[config.mk]
export PLATFORM = sky130hd
export DESIGN_NAME = dns_type_bitmap_decoder_unit
export DESIGN_NICKNAME = d
export VERILOG_FILES = /design/src/rtl/tbd_pkg.sv /design/src/rtl/tbd_front.sv /design/src/rtl/tbd_queue.sv /design/src/rtl/tbd_back.sv /design/src/rtl/dns_type_bitmap_decoder_unit.sv
export SDC_FILE = /design/constraint.sdc
export NUM_CORES = 1
export LEC_CHECK = 0
export BUFFER_PORTS_ARGS = -buffer_cell sky130_fd_sc_hd__buf_2
export CAP_MARGIN = 25
export CORE_ASPECT_RATIO = 0.9
export CORE_UTILIZATION = 35
export CTS_BUF_LIST = sky130_fd_sc_hd__clkbuf_4 sky130_fd_sc_hd__clkbuf_8 sky130_fd_sc_hd__clkbuf_16
export CTS_CLUSTER_SIZE = 12
export DETAILED_ROUTE_END_ITERATION = 6
export PLACE_DENSITY = 0.53
export SYNTH_ARGS = -nofsm -noshare
export SYNTH_HDL_FRONTEND = slang
export SYNTH_HIERARCHICAL = 1
export SYNTH_SLANG_ARGS = --single-unit
export TNS_END_PERCENT = 20
[constraint.sdc]
create_clock -name clk -period 3.9 [get_ports clk]
set_input_delay 0.195 -clock clk [delete_from_list [all_inputs] [get_ports clk]]
set_output_delay 0.195 -clock clk [all_outputs]
set_load 0.03 [all_outputs]
[src/rtl/tbd_pkg.sv]
// ----------------------------------------------------------------------------
// tbd_pkg
// Shared constants and types for the type bitmap decoder.
// ----------------------------------------------------------------------------
package tbd_pkg;

	localparam int MAX_BLOCK_BYTES = 32;
	localparam int LEFT_W          = 6;
	localparam int POS_W           = 5;
	localparam int QUEUE_DEPTH     = 4;
	localparam int QPTR_W          = $clog2(QUEUE_DEPTH);
	localparam int QCNT_W          = $clog2(QUEUE_DEPTH + 1);

	// parser phase codes
	localparam logic [1:0] PH_WINDOW = 2'd0;
	localparam logic [1:0] PH_LENGTH = 2'd1;
	localparam logic [1:0] PH_BITMAP = 2'd2;
	localparam logic [1:0] PH_ERROR  = 2'd3;

	// one classified request from the parser to the expander
	typedef struct packed {
		logic [7:0]  mask;     // bitmap bits still to emit, msb first
		logic [12:0] base_hi;  // window and byte position, type code bits 15:3
		logic        done;     // close the field after the bits
		logic        bad;      // field status on the closing result
	} tbd_entry_t;

endpackage

[src/rtl/tbd_front.sv]
// ----------------------------------------------------------------------------
// tbd_front
// Window block parser: tracks phase, window and byte position per input byte.
// ----------------------------------------------------------------------------
module tbd_front
	import tbd_pkg::*;
(
	input  logic       clk,
	input  logic       arst_n,
	input  logic       in_valid,
	output logic       in_stall,
	input  logic [7:0] data_byte,
	input  logic       last_byte,
	input  logic       q_full,
	output logic       push,
	output tbd_entry_t push_entry
);

	logic [1:0]        phase_q;
	logic [7:0]        win_q;
	logic [LEFT_W-1:0] left_q;
	logic [POS_W-1:0]  pos_q;

	logic              accept;
	logic [1:0]        phase_n;
	logic [7:0]        win_n;
	logic [LEFT_W-1:0] left_n;
	logic [POS_W-1:0]  pos_n;
	logic              bad;
	logic              is_bitmap;

	assign in_stall = q_full;
	assign accept   = in_valid && !q_full;

	always_comb begin
		phase_n   = phase_q;
		win_n     = win_q;
		left_n    = left_q;
		pos_n     = pos_q;
		bad       = 1'b1;
		is_bitmap = 1'b0;
		unique case (phase_q)
			PH_WINDOW: begin
				win_n   = data_byte;
				phase_n = PH_LENGTH;
			end
			PH_LENGTH: begin
				if (data_byte == 8'd0 || data_byte > 8'(MAX_BLOCK_BYTES)) begin
					phase_n = PH_ERROR;
				end else begin
					left_n  = data_byte[LEFT_W-1:0];
					pos_n   = '0;
					phase_n = PH_BITMAP;
				end
			end
			PH_BITMAP: begin
				is_bitmap = 1'b1;
				left_n    = left_q - LEFT_W'(1);
				pos_n     = pos_q + POS_W'(1);
				if (left_n == '0) begin
					phase_n = PH_WINDOW;
					bad     = 1'b0;
				end
			end
			PH_ERROR: begin
				bad = 1'b1;
			end
		endcase
		// closing byte returns the parser to its start state
		if (last_byte) begin
			phase_n = PH_WINDOW;
			win_n   = '0;
			left_n  = '0;
			pos_n   = '0;
		end
	end

	// drop bytes that produce no result
	assign push = accept && ((is_bitmap && data_byte != 8'd0) || last_byte);
	assign push_entry.mask    = is_bitmap ? data_byte : 8'd0;
	assign push_entry.base_hi = {win_q, pos_q};
	assign push_entry.done    = last_byte;
	assign push_entry.bad     = bad;

	always_ff @(posedge clk or negedge arst_n) begin
		if (!arst_n) begin
			phase_q <= PH_WINDOW;
			win_q   <= '0;
			left_q  <= '0;
			pos_q   <= '0;
		end else if (accept) begin
			phase_q <= phase_n;
			win_q   <= win_n;
			left_q  <= left_n;
			pos_q   <= pos_n;
		end
	end

endmodule

[src/rtl/tbd_queue.sv]
// ----------------------------------------------------------------------------
// tbd_queue
// Short request queue between parser and expander.
// ----------------------------------------------------------------------------
module tbd_queue
	import tbd_pkg::*;
(
	input  logic       clk,
	input  logic       arst_n,
	input  logic       push,
	input  tbd_entry_t push_entry,
	input  logic       pop,
	output logic       q_valid,
	output logic       q_full,
	output tbd_entry_t q_head
);

	tbd_entry_t        mem_q [QUEUE_DEPTH];
	logic [QPTR_W-1:0] wr_ptr_q;
	logic [QPTR_W-1:0] rd_ptr_q;
	logic [QCNT_W-1:0] count_q;

	assign q_valid = count_q != '0;
	assign q_full  = count_q == QCNT_W'(QUEUE_DEPTH);
	assign q_head  = mem_q[rd_ptr_q];

	always_ff @(posedge clk) begin
		if (push) begin
			mem_q[wr_ptr_q] <= push_entry;
		end
	end

	always_ff @(posedge clk or negedge arst_n) begin
		if (!arst_n) begin
			wr_ptr_q <= '0;
			rd_ptr_q <= '0;
			count_q  <= '0;
		end else begin
			if (push) begin
				wr_ptr_q <= wr_ptr_q + QPTR_W'(1);
			end
			if (pop) begin
				rd_ptr_q <= rd_ptr_q + QPTR_W'(1);
			end
			if (push && !pop) begin
				count_q <= count_q + QCNT_W'(1);
			end else if (pop && !push) begin
				count_q <= count_q - QCNT_W'(1);
			end
		end
	end

endmodule

[src/rtl/tbd_back.sv]
// ----------------------------------------------------------------------------
// tbd_back
// Expander: turns each request into type results, one per cycle while the
// output is not stalled, and closes the field with the done result.
// ----------------------------------------------------------------------------
module tbd_back
	import tbd_pkg::*;
(
	input  logic        clk,
	input  logic        arst_n,
	input  logic        q_valid,
	input  tbd_entry_t  q_head,
	output logic        pop,
	output logic        out_valid,
	input  logic        out_stall,
	output logic [15:0] type_code,
	output logic        done_res,
	output logic        bad_field,
	output logic        last_of_run
);

	logic        busy_q;
	logic [7:0]  mask_q;
	logic [12:0] base_hi_q;
	logic        done_q;
	logic        bad_q;

	logic        out_valid_q;
	logic [15:0] code_q;
	logic        done_out_q;
	logic        bad_out_q;
	logic        last_out_q;

	logic        adv;
	logic        emit;
	logic        finished;
	logic [2:0]  sel;
	logic [7:0]  mask_n;
	logic [15:0] code_n;
	logic        done_n;
	logic        bad_n;

	// first set bit from the msb
	always_comb begin
		sel = 3'd0;
		for (int j = 7; j >= 0; j--) begin
			if (mask_q[7 - j]) begin
				sel = 3'(j);
			end
		end
	end

	always_comb begin
		if (mask_q != 8'd0) begin
			mask_n   = mask_q & ~(8'h80 >> sel);
			code_n   = {base_hi_q, sel};
			done_n   = 1'b0;
			bad_n    = 1'b0;
			finished = (mask_n == 8'd0) && !done_q;
		end else begin
			mask_n   = mask_q;
			code_n   = 16'd0;
			done_n   = 1'b1;
			bad_n    = bad_q;
			finished = 1'b1;
		end
	end

	assign adv  = !out_valid_q || !out_stall;
	assign emit = busy_q && adv;
	assign pop  = q_valid && (!busy_q || (emit && finished));

	always_ff @(posedge clk or negedge arst_n) begin
		if (!arst_n) begin
			busy_q      <= 1'b0;
			out_valid_q <= 1'b0;
		end else begin
			if (pop) begin
				busy_q <= 1'b1;
			end else if (emit && finished) begin
				busy_q <= 1'b0;
			end
			if (emit) begin
				out_valid_q <= 1'b1;
			end else if (!out_stall) begin
				out_valid_q <= 1'b0;
			end
		end
	end

	always_ff @(posedge clk) begin
		if (pop) begin
			mask_q    <= q_head.mask;
			base_hi_q <= q_head.base_hi;
			done_q    <= q_head.done;
			bad_q     <= q_head.bad;
		end else if (emit) begin
			mask_q <= mask_n;
		end
		if (emit) begin
			code_q     <= code_n;
			done_out_q <= done_n;
			bad_out_q  <= bad_n;
			last_out_q <= finished;
		end
	end

	assign out_valid   = out_valid_q;
	assign type_code   = code_q;
	assign done_res    = done_out_q;
	assign bad_field   = bad_out_q;
	assign last_of_run = last_out_q;

	// a request with no bits left must be one that closes the field
	a_empty_is_done: assert property (@(posedge clk) disable iff (!arst_n)
		(busy_q && mask_q == 8'd0) |-> done_q)
		else $error("expander holds an empty request without done");

	// the done result carries no type and always ends the run
	a_done_shape: assert property (@(posedge clk) disable iff (!arst_n)
		(out_valid_q && done_out_q) |-> (code_q == 16'd0 && last_out_q))
		else $error("malformed done result");

	// status is reported only on the done result
	a_bad_on_done: assert property (@(posedge clk) disable iff (!arst_n)
		(out_valid_q && bad_out_q) |-> done_out_q)
		else $error("bad_field set on a type result");

	// a request is taken only when the expander is free or finishing
	a_pop_when_free: assert property (@(posedge clk) disable iff (!arst_n)
		pop |-> (q_valid && (!busy_q || finished)))
		else $error("queue popped while expander still busy");

endmodule

[src/rtl/dns_type_bitmap_decoder_unit.sv]
// ----------------------------------------------------------------------------
// dns_type_bitmap_decoder_unit
// NSEC/NSEC3 type bitmap decoder: bytes in, record type codes out.
// ----------------------------------------------------------------------------
// Each input byte is parsed by the front parser as it is accepted. A bitmap byte
// with set bits, or the final byte of a field, becomes a request in a
// four-entry queue; the expander emits one result per cycle from it while
// the output is not stalled, one per set bit, plus the done result for the
// final byte. Bytes that yield no result (window, length, empty bitmap,
// skipped bytes) never reach the expander. Input is stalled only while the
// queue is full; the expander holds while a result waits in the registered
// output, and an accepted byte passes through the queue and the expander's
// request registers before its first result is registered at the output.
// ----------------------------------------------------------------------------
module dns_type_bitmap_decoder_unit
	import tbd_pkg::*;
(
	input  logic        clk,
	input  logic        arst_n,
	input  logic        in_valid,
	output logic        in_stall,
	input  logic [7:0]  data_byte,
	input  logic        last_byte,
	output logic        out_valid,
	input  logic        out_stall,
	output logic [15:0] type_code,
	output logic        done_res,
	output logic        bad_field,
	output logic        last_of_run
);

	logic       push;
	tbd_entry_t push_entry;
	logic       pop;
	logic       q_valid;
	logic       q_full;
	tbd_entry_t q_head;

	tbd_front u_front (
		.clk        (clk),
		.arst_n     (arst_n),
		.in_valid   (in_valid),
		.in_stall   (in_stall),
		.data_byte  (data_byte),
		.last_byte  (last_byte),
		.q_full     (q_full),
		.push       (push),
		.push_entry (push_entry)
	);

	tbd_queue u_queue (
		.clk        (clk),
		.arst_n     (arst_n),
		.push       (push),
		.push_entry (push_entry),
		.pop        (pop),
		.q_valid    (q_valid),
		.q_full     (q_full),
		.q_head     (q_head)
	);

	tbd_back u_back (
		.clk         (clk),
		.arst_n      (arst_n),
		.q_valid     (q_valid),
		.q_head      (q_head),
		.pop         (pop),
		.out_valid   (out_valid),
		.out_stall   (out_stall),
		.type_code   (type_code),
		.done_res    (done_res),
		.bad_field   (bad_field),
		.last_of_run (last_of_run)
	);

endmodule
==> results of run 1 <==
flip-flops by register name (all words and copies together), names as in the netlist, 2 cells and up:
signal,flops
u_queue/rd_ptr_q,2
u_queue/count_q,3
u_front/pos_q,5
u_queue/wr_ptr_q,2
u_front/win_q,8
u_front/left_q,6
u_front/phase_q,2
u_queue/mem_q,92
u_back/base_hi_q,13
u_back/mask_q,8
u_back/type_code,16
stage by stage:
step	total power (uW)	util (%)	area (sq um)	cells	hold slack, ns
2_1_floorplan	3320	-	7020	463	-0.101
3_3_place_gp	3580	38.5	7460	738	0.312
3_5_place_dp	3620	38.5	7460	738	0.307
4_1_cts	5210	41.4	8040	771	0.0502
5_1_grt	5420	41.4	8040	771	0.0729
6_report	5140	41.4	8040	771	0.0692
final timing paths:
path | from | end | depth (start not counted)
setup / recovery | u_queue/count_q[0]$_DFFE_PN0P_ | u_queue/count_q[1]$_DFFE_PN0P_ | 10
hold / removal | out_stall | u_back/out_valid$_DFFE_PN0P_ | 3
setup reg to reg | u_queue/count_q[0]$_DFFE_PN0P_ | u_queue/count_q[1]$_DFFE_PN0P_ | 10
hold reg to reg | u_queue/count_q[2]$_DFFE_PN0P_ | u_queue/count_q[2]$_DFFE_PN0P_ | 1
max in group asynchronous | arst_n | u_queue/count_q[2]$_DFFE_PN0P_ | 2
min in group asynchronous | arst_n | u_front/pos_q[1]$_DFFE_PN0P_ | 2
worst reg2reg max path: stages (launching register included):
cell and delay, ns:
sky130_fd_sc_hd__dfrtp_1 0.44, sky130_fd_sc_hd__or3_1 0.22, sky130_fd_sc_hd__a21boi_1 0.59, sky130_fd_sc_hd__o211ai_1 0.22, sky130_fd_sc_hd__nand2_1 0.12, sky130_fd_sc_hd__buf_4 0.24
sky130_fd_sc_hd__inv_1 0.08, sky130_fd_sc_hd__ha_1 0.20, sky130_fd_sc_hd__inv_1 0.08, sky130_fd_sc_hd__fa_1 0.41, sky130_fd_sc_hd__mux2_2 0.26
layer usage:
metal  vias up  wire length, microns  GRT usage, %
met2        86                  6190          22.1
met3        14                   616          3.05
li1       1849                     -             -
met1      1934                  6020          19.0
met4         0                   189          5.83
met5         -                     0             0
layout by cell type, fill, tap and decap left out, types with 3 or more instances in the layout:
cell type and count:
sky130_fd_sc_hd__buf_2 33, sky130_fd_sc_hd__o21ai_1 5, sky130_fd_sc_hd__mux2i_1 3, sky130_fd_sc_hd__inv_6 3
sky130_fd_sc_hd__and2_1 28, sky130_fd_sc_hd__nand2_1 58, sky130_fd_sc_hd__o211ai_1 12, sky130_fd_sc_hd__or4_1 3
sky130_fd_sc_hd__xor2_1 5, sky130_fd_sc_hd__inv_1 10, sky130_fd_sc_hd__clkinvlp_4 4, sky130_fd_sc_hd__o31ai_1 3
sky130_fd_sc_hd__mux4_2 18, sky130_fd_sc_hd__ha_1 11, sky130_fd_sc_hd__nand3_1 11, sky130_fd_sc_hd__buf_4 8
sky130_fd_sc_hd__edfxtp_1 134, sky130_fd_sc_hd__dfrtp_1 30, sky130_fd_sc_hd__nor3_1 10, sky130_fd_sc_hd__clkbuf_16 17
sky130_fd_sc_hd__nor2_1 25, sky130_fd_sc_hd__o21ai_0 20, sky130_fd_sc_hd__a21oi_1 7, sky130_fd_sc_hd__mux4_1 5
sky130_fd_sc_hd__nand2b_1 4
cell families (layout without fill, tap and decap cells):
family | count (synthesis) | count (layout) | synth area share [%]
AOI/OAI and AO/OA | 67 | 67 | 6.61
xor gates and xnor gates | 7 | 7 | 0.873
adders and majority gates | 12 | 12 | 2.25
buffers and inverters | 28 | 86 | 2.51
DFF | 164 | 164 | 68.0
muxes | 27 | 27 | 8.24
and+or+nand+nor | 158 | 158 | 11.5
timing repair:
action,CTS,global route
setup endpoints to repair,0,0
hold endpoints to repair,30,0
hold buffers,1,0
report_power, final:
part	switching [uW]	internal (uW)
clock	684	892
sequential	221	2250
combinational	609	492
total	1510	3630
cell type report:
| cell class | instances | area [sq um] | share of cell area (%) |
|---|---|---|---|
| Multi-Input combinational cell | 271 | 2070 | 25.8 |
| Clock buffer | 18 | 433 | 5.39 |
| Sequential cell | 164 | 4770 | 59.4 |
| Inverter | 10 | 37.5 | 0.467 |
| Tap cell | 250 | 313 | 3.89 |
| Timing Repair Buffer | 44 | 275 | 3.43 |
| Clock inverter | 14 | 129 | 1.60 |
==> metrics, run 1 <==
dominant cell by count in the synthesized netlist=sky130_fd_sc_hd__edfxtp_1; yosys warns=6; fmax=336 MHz; cell types with the largest area share after synthesis=sky130_fd_sc_hd__edfxtp_1 (57%), sky130_fd_sc_hd__dfrtp_1 (11%), sky130_fd_sc_hd__mux4_2 (5.8%); Die W=151 microns; via count of the first global-routing pass=3904; Worst Tran Pin Value=1.08 ns; sequential element share of the synthesized area=68.0%; routed wirelength normalized by instance count=16.9 microns; top flip-flop cell by instance count after synthesis=sky130_fd_sc_hd__edfxtp_1; cell type with the largest total area after synthesis=sky130_fd_sc_hd__edfxtp_1; synthesized flop and latch total=164; Post-CTS Setup Bufs=0; Final TNS setup=0 ns; Fill cells=1757; critical path's most frequent cell=sky130_fd_sc_hd__inv_1; final number of max-transition violations=0; Critical Path Max Stage Delay=0.59 ns; number of setup violations in the final report=0; count of unique library cells instantiated by Yosys=59; endpoint kind of the worst setup timing path=flop; share of flip-flops with an asynchronous set or reset=18.3%; worst hold path class=input port to flop; global-route wire length before repair=21200 microns; initial antenna violation count=0; Post-Synthesis Cells=463; number of antenna-violating nets in the routed design=0; initial core utilization=36.2%; slack of the critical path=0.920 ns; ordered list of cells on the worst path=or3_1, a21boi_1, o211ai_1, nand2_1, buf_4, inv_1, ha_1, inv_1, fa_1, mux2_2; count of nets after finishing=533; DP Wirelength=8970 microns; die span in y=136 microns; clock slew at the register clock pins of the worst setup and hold paths=0.06 ns; number of placement rows=48; fraction of layout instances using a drive strength above 1=20.7%; count of antenna diodes in the layout=0; clock buffer count from CTS=17; number of sinks on the clock net=164; Pre-Repair DR Iteration Count=4; crit path DAT=3.28 ns; final period demand of the worst path=2.98 ns; register-to-register setup slack=0.92 ns; setup repair after global routing missed its margin=no; status=finished clean; Worst Path Buf+Inv=3; maximum number of pins on one net before global-route repair=31; Worst Setup Path Type=flop to flop; count of vias placed by the detailed router=3883; worst clock skew=0.00687 ns; setup slack after placement=0.959 ns; max_slew headroom=28.2%; Final GP Congestion=0.828; deepest level of the CTS H-tree=4; count of instances resized after the clock tree is built=0; root buffer selected by CTS=sky130_fd_sc_hd__clkbuf_16; Die Footprint=20600 sq um; top cells by instance count after synthesis=sky130_fd_sc_hd__edfxtp_1 (134), sky130_fd_sc_hd__nand2_1 (58), sky130_fd_sc_hd__dfrtp_1 (30); Top Ports=34; Leak Pwr=0.00285 uW; crit start category=flop; critical path fanouts, max=18; kind of cell adding the most delay to the critical path=compound AO/OA/AOI/OAI gates; DRC errors left=0; Cell Area, Synth=7020 sq um; via density per instance=5.04; number of nets produced by synthesis=488; overflow left after global routing=0; worst skew pair latency=0.42 ns; EDFF count, synth=134; highest ir drop seen on vdd=0.333 mV; fraction of the cycle the final worst path needs=76.4%; mean post-synth cell area=15.2 sq um; violation count after the first detailed-routing iteration=234; Core Box Area=19400 sq um; P&R area growth vs syn=14.5%; required time at the endpoint of the critical path=4.20 ns; total count of hold-check failures in the final report=0; Overall Global Routing Usage=14.1%; detailed-route wire length=13000 microns; CTS tree=yes; Port Buffers=33; share of the synthesized area in the top cell type=57.3%; Power Dens Cells=640 nW/um^2; max_cap viols=0; buffer levels on the longest clock path=2; highest-delay cell along the critical path=sky130_fd_sc_hd__a21boi_1
No activity file was read; power rests on OpenSTA's default activity.
==> run 2: changes to the inputs <==
- PLACE_DENSITY: 0.53 -> 0.55
- clock period: 3.9 -> 2.6 ns (I/O delays scaled with it)
==> metrics, run 2 (synthesized netlist as in run 1, its figures left out) <==
initial antenna violation count=0 (unchanged); die span in y=136 microns (unchanged); Port Buffers=33 (unchanged); Fill cells=1739 (-1.0%); maximum number of pins on one net before global-route repair=31 (unchanged); Power Total=7920 uW (+54%); status=finished clean; Worst Tran Pin Value=0.963 ns (-0.112 ns); max_cap viols=0 (unchanged); buffer levels on the longest clock path=2 (unchanged); count of antenna diodes in the layout=0 (unchanged); number of placement rows=48 (unchanged); Critical Path Max Stage Delay=0.42 ns (-0.17 ns); detailed-route wire length=13000 microns (about the same); post-route worst hold slack=0.0199 ns (-0.0493 ns); via count of the first global-routing pass=3871 (-0.85%); commonest cells after routing, fill and taps aside=sky130_fd_sc_hd__edfxtp_1 (134), sky130_fd_sc_hd__nand2_1 (57), sky130_fd_sc_hd__buf_2 (33); total count of hold-check failures in the final report=0 (unchanged); final number of max-transition violations=0 (unchanged); fraction of power consumed by combinational cells=22.5% (+1.1 points); Core Box Area=19400 sq um (unchanged); setup repair after global routing missed its margin=yes; highest ir drop seen on vdd=0.548 mV (+64%); overflow left after global routing=0 (unchanged); deepest level of the CTS H-tree=4 (unchanged); highest-delay cell along the critical path=sky130_fd_sc_hd__fa_2; Die Footprint=20600 sq um (unchanged); Clk pwr share=31.1% (+0.5 points); final period demand of the worst path=2.53 ns (-0.446 ns); clock slew at the register clock pins of the worst setup and hold paths=0.07 ns (about the same); root buffer selected by CTS=sky130_fd_sc_hd__clkbuf_16; Pre-Repair DR Iteration Count=5 (+1); Top Ports=34 (unchanged); switching portion of total power=28.5% (-0.94 points); P&R area growth vs syn=18.0%; flip-flop count of the largest register after layout=92 (unchanged); violation count after the first detailed-routing iteration=272 (+16%); DP Wirelength=8720 microns (-2.7%); critical path fanouts, max=5 (-13); slack of the critical path=0.0659 ns (-0.854 ns); crit start category=flop; number of setup violations in the final report=0 (unchanged); worst clock skew=0.0132 ns (+0.00636 ns); DRC errors left=0 (unchanged); worst skew pair latency=0.42 ns (about the same); count of vias placed by the detailed router=3934 (+1.3%); endpoint kind of the worst setup timing path=flop; register share of total power=46.3% (-1.7 points); required time at the endpoint of the critical path=2.90 ns (-1.30 ns); fraction of layout instances using a drive strength above 1=26.0% (+5.2 points); initial core utilization=36.2% (unchanged); crit path DAT=2.84 ns (-0.44 ns); fraction of the cycle the final worst path needs=97.5% (+21 points); commonest non-fill, non-tap cell in the layout=sky130_fd_sc_hd__edfxtp_1; Power Dens Cells=956 nW/um^2 (+49%); ordered list of cells on the worst path=buf_4, nor4_4, o21ai_2, a21oi_2, o211ai_1, nand2_4, inv_2, ha_4, inv_2, fa_2, mux2_2; Worst Path Buf+Inv=3 (unchanged); power spent charging and discharging nets=2260 uW (+49%); Die W=151 microns (unchanged); Worst Setup Path Type=flop to flop; share of the core filled with cells in the final layout=42.7% (+1.3 points); internal power=5660 uW (+56%); number of sinks on the clock net=164 (unchanged); setup slack after placement=-0.0446 ns (-1.00 ns); worst hold path class=input port to flop; CTS tree=yes; clock buffer count from CTS=17 (unchanged); Leak Pwr=0.00298 uW (+4.6%); Final GP Congestion=0.838 (+1.1%); critical path's most frequent cell=sky130_fd_sc_hd__inv_2; via density per instance=4.96 (-1.5%); kind of cell adding the most delay to the critical path=adder cells; global-route wire length before repair=20900 microns (-1.5%); routed wirelength normalized by instance count=16.4 microns (-2.7%); Reg with most FFs=u_queue/mem_q; max_slew headroom=35.7% (+7.5 points); Overall Global Routing Usage=13.9% (-0.20 points); fmax=395 MHz (+18%); count of nets after finishing=555 (+4.1%); number of antenna-violating nets in the routed design=0 (unchanged)
run 2: through the flow:
| step | TNS (ns) | instance area (sq um) | std cells |
|---|---|---|---|
| floorplan | 0 | 7030 | 463 |
| global placement | 0 | 7580 | 753 |
| detailed placement | -0.0446 | 7580 | 753 |
| CTS | 0 | 8230 | 790 |
| global route | -0.133 | 8290 | 793 |
| finish | 0 | 8290 | 793 |
run 2: layer usage:
| metal | routed length [microns] | vias up | share of wire [%] | global-route usage (%) |
|---|---|---|---|---|
| met4 | 97 | 0 | 0.75 | 4.22 |
| met5 | 0 | - | 0 | 0 |
| li1 | - | 1886 | - | - |
| met1 | 6370 | 1955 | 49 | 19.2 |
| met2 | 5890 | 88 | 45 | 20.6 |
| met3 | 657 | 5 | 5.0 | 4.70 |
run 2: worst reg2reg max path: stages, from the launching register on:
cell and delay, ns:
sky130_fd_sc_hd__edfxtp_1 0.39, sky130_fd_sc_hd__buf_4 0.17, sky130_fd_sc_hd__nor4_4 0.36, sky130_fd_sc_hd__o21ai_2 0.13, sky130_fd_sc_hd__a21oi_2 0.17, sky130_fd_sc_hd__o211ai_1 0.16, sky130_fd_sc_hd__nand2_4 0.11, sky130_fd_sc_hd__inv_2 0.04
sky130_fd_sc_hd__ha_4 0.15, sky130_fd_sc_hd__inv_2 0.05, sky130_fd_sc_hd__fa_2 0.42, sky130_fd_sc_hd__mux2_2 0.26
run 2: layout make-up:
cell class | instances | area, sq um | area share (%)
sequential | 164 | 4770 | 57.6
clock inverter | 11 | 128 | 1.54
multi-input combinational | 271 | 2130 | 25.7
clock buffer | 21 | 462 | 5.57
tap | 250 | 313 | 3.78
timing repair buffer | 66 | 443 | 5.35
inverter | 10 | 37.5 | 0.453
run 2: path summary, 6_finish.rpt:
check | start | end | slack [ns] | cells past startpoint
setup / recovery | u_back/mask_q[4]$_DFFE_PP_ | u_queue/count_q[1]$_DFFE_PN0P_ | 0.07 | 11
hold / removal | data_byte[2] | u_front/win_q[2]$_DFFE_PN0P_ | 0.02 | 3
setup reg to reg | u_back/mask_q[4]$_DFFE_PP_ | u_queue/count_q[1]$_DFFE_PN0P_ | 0.07 | 11
hold reg to reg | u_queue/count_q[2]$_DFFE_PN0P_ | u_queue/count_q[2]$_DFFE_PN0P_ | 0.49 | 1
max in group asynchronous | arst_n | u_front/pos_q[3]$_DFFE_PN0P_ | 1.82 | 2
min in group asynchronous | arst_n | u_queue/wr_ptr_q[0]$_DFFE_PN0P_ | 0.31 | 2
run 2: power groups by stage:
stage	Clock [uW]	Sequential [uW]	Combinational [uW]
6_report	2470	3670	1790
5_1_grt	2630	3730	1970
4_1_cts	2520	3670	1790
3_5_place_dp	0	3730	1760
3_3_place_gp	0	3700	1720
2_1_floorplan	0	3630	1340
run 2: timing repair:
item	CTS	global route
endpoints found under the setup margin	2	2
cloned	0	0
resized for setup	3	9
pin swaps	2	8
hold endpoints to repair	31	0
hold buffers	2	0
setup buffers	3	3
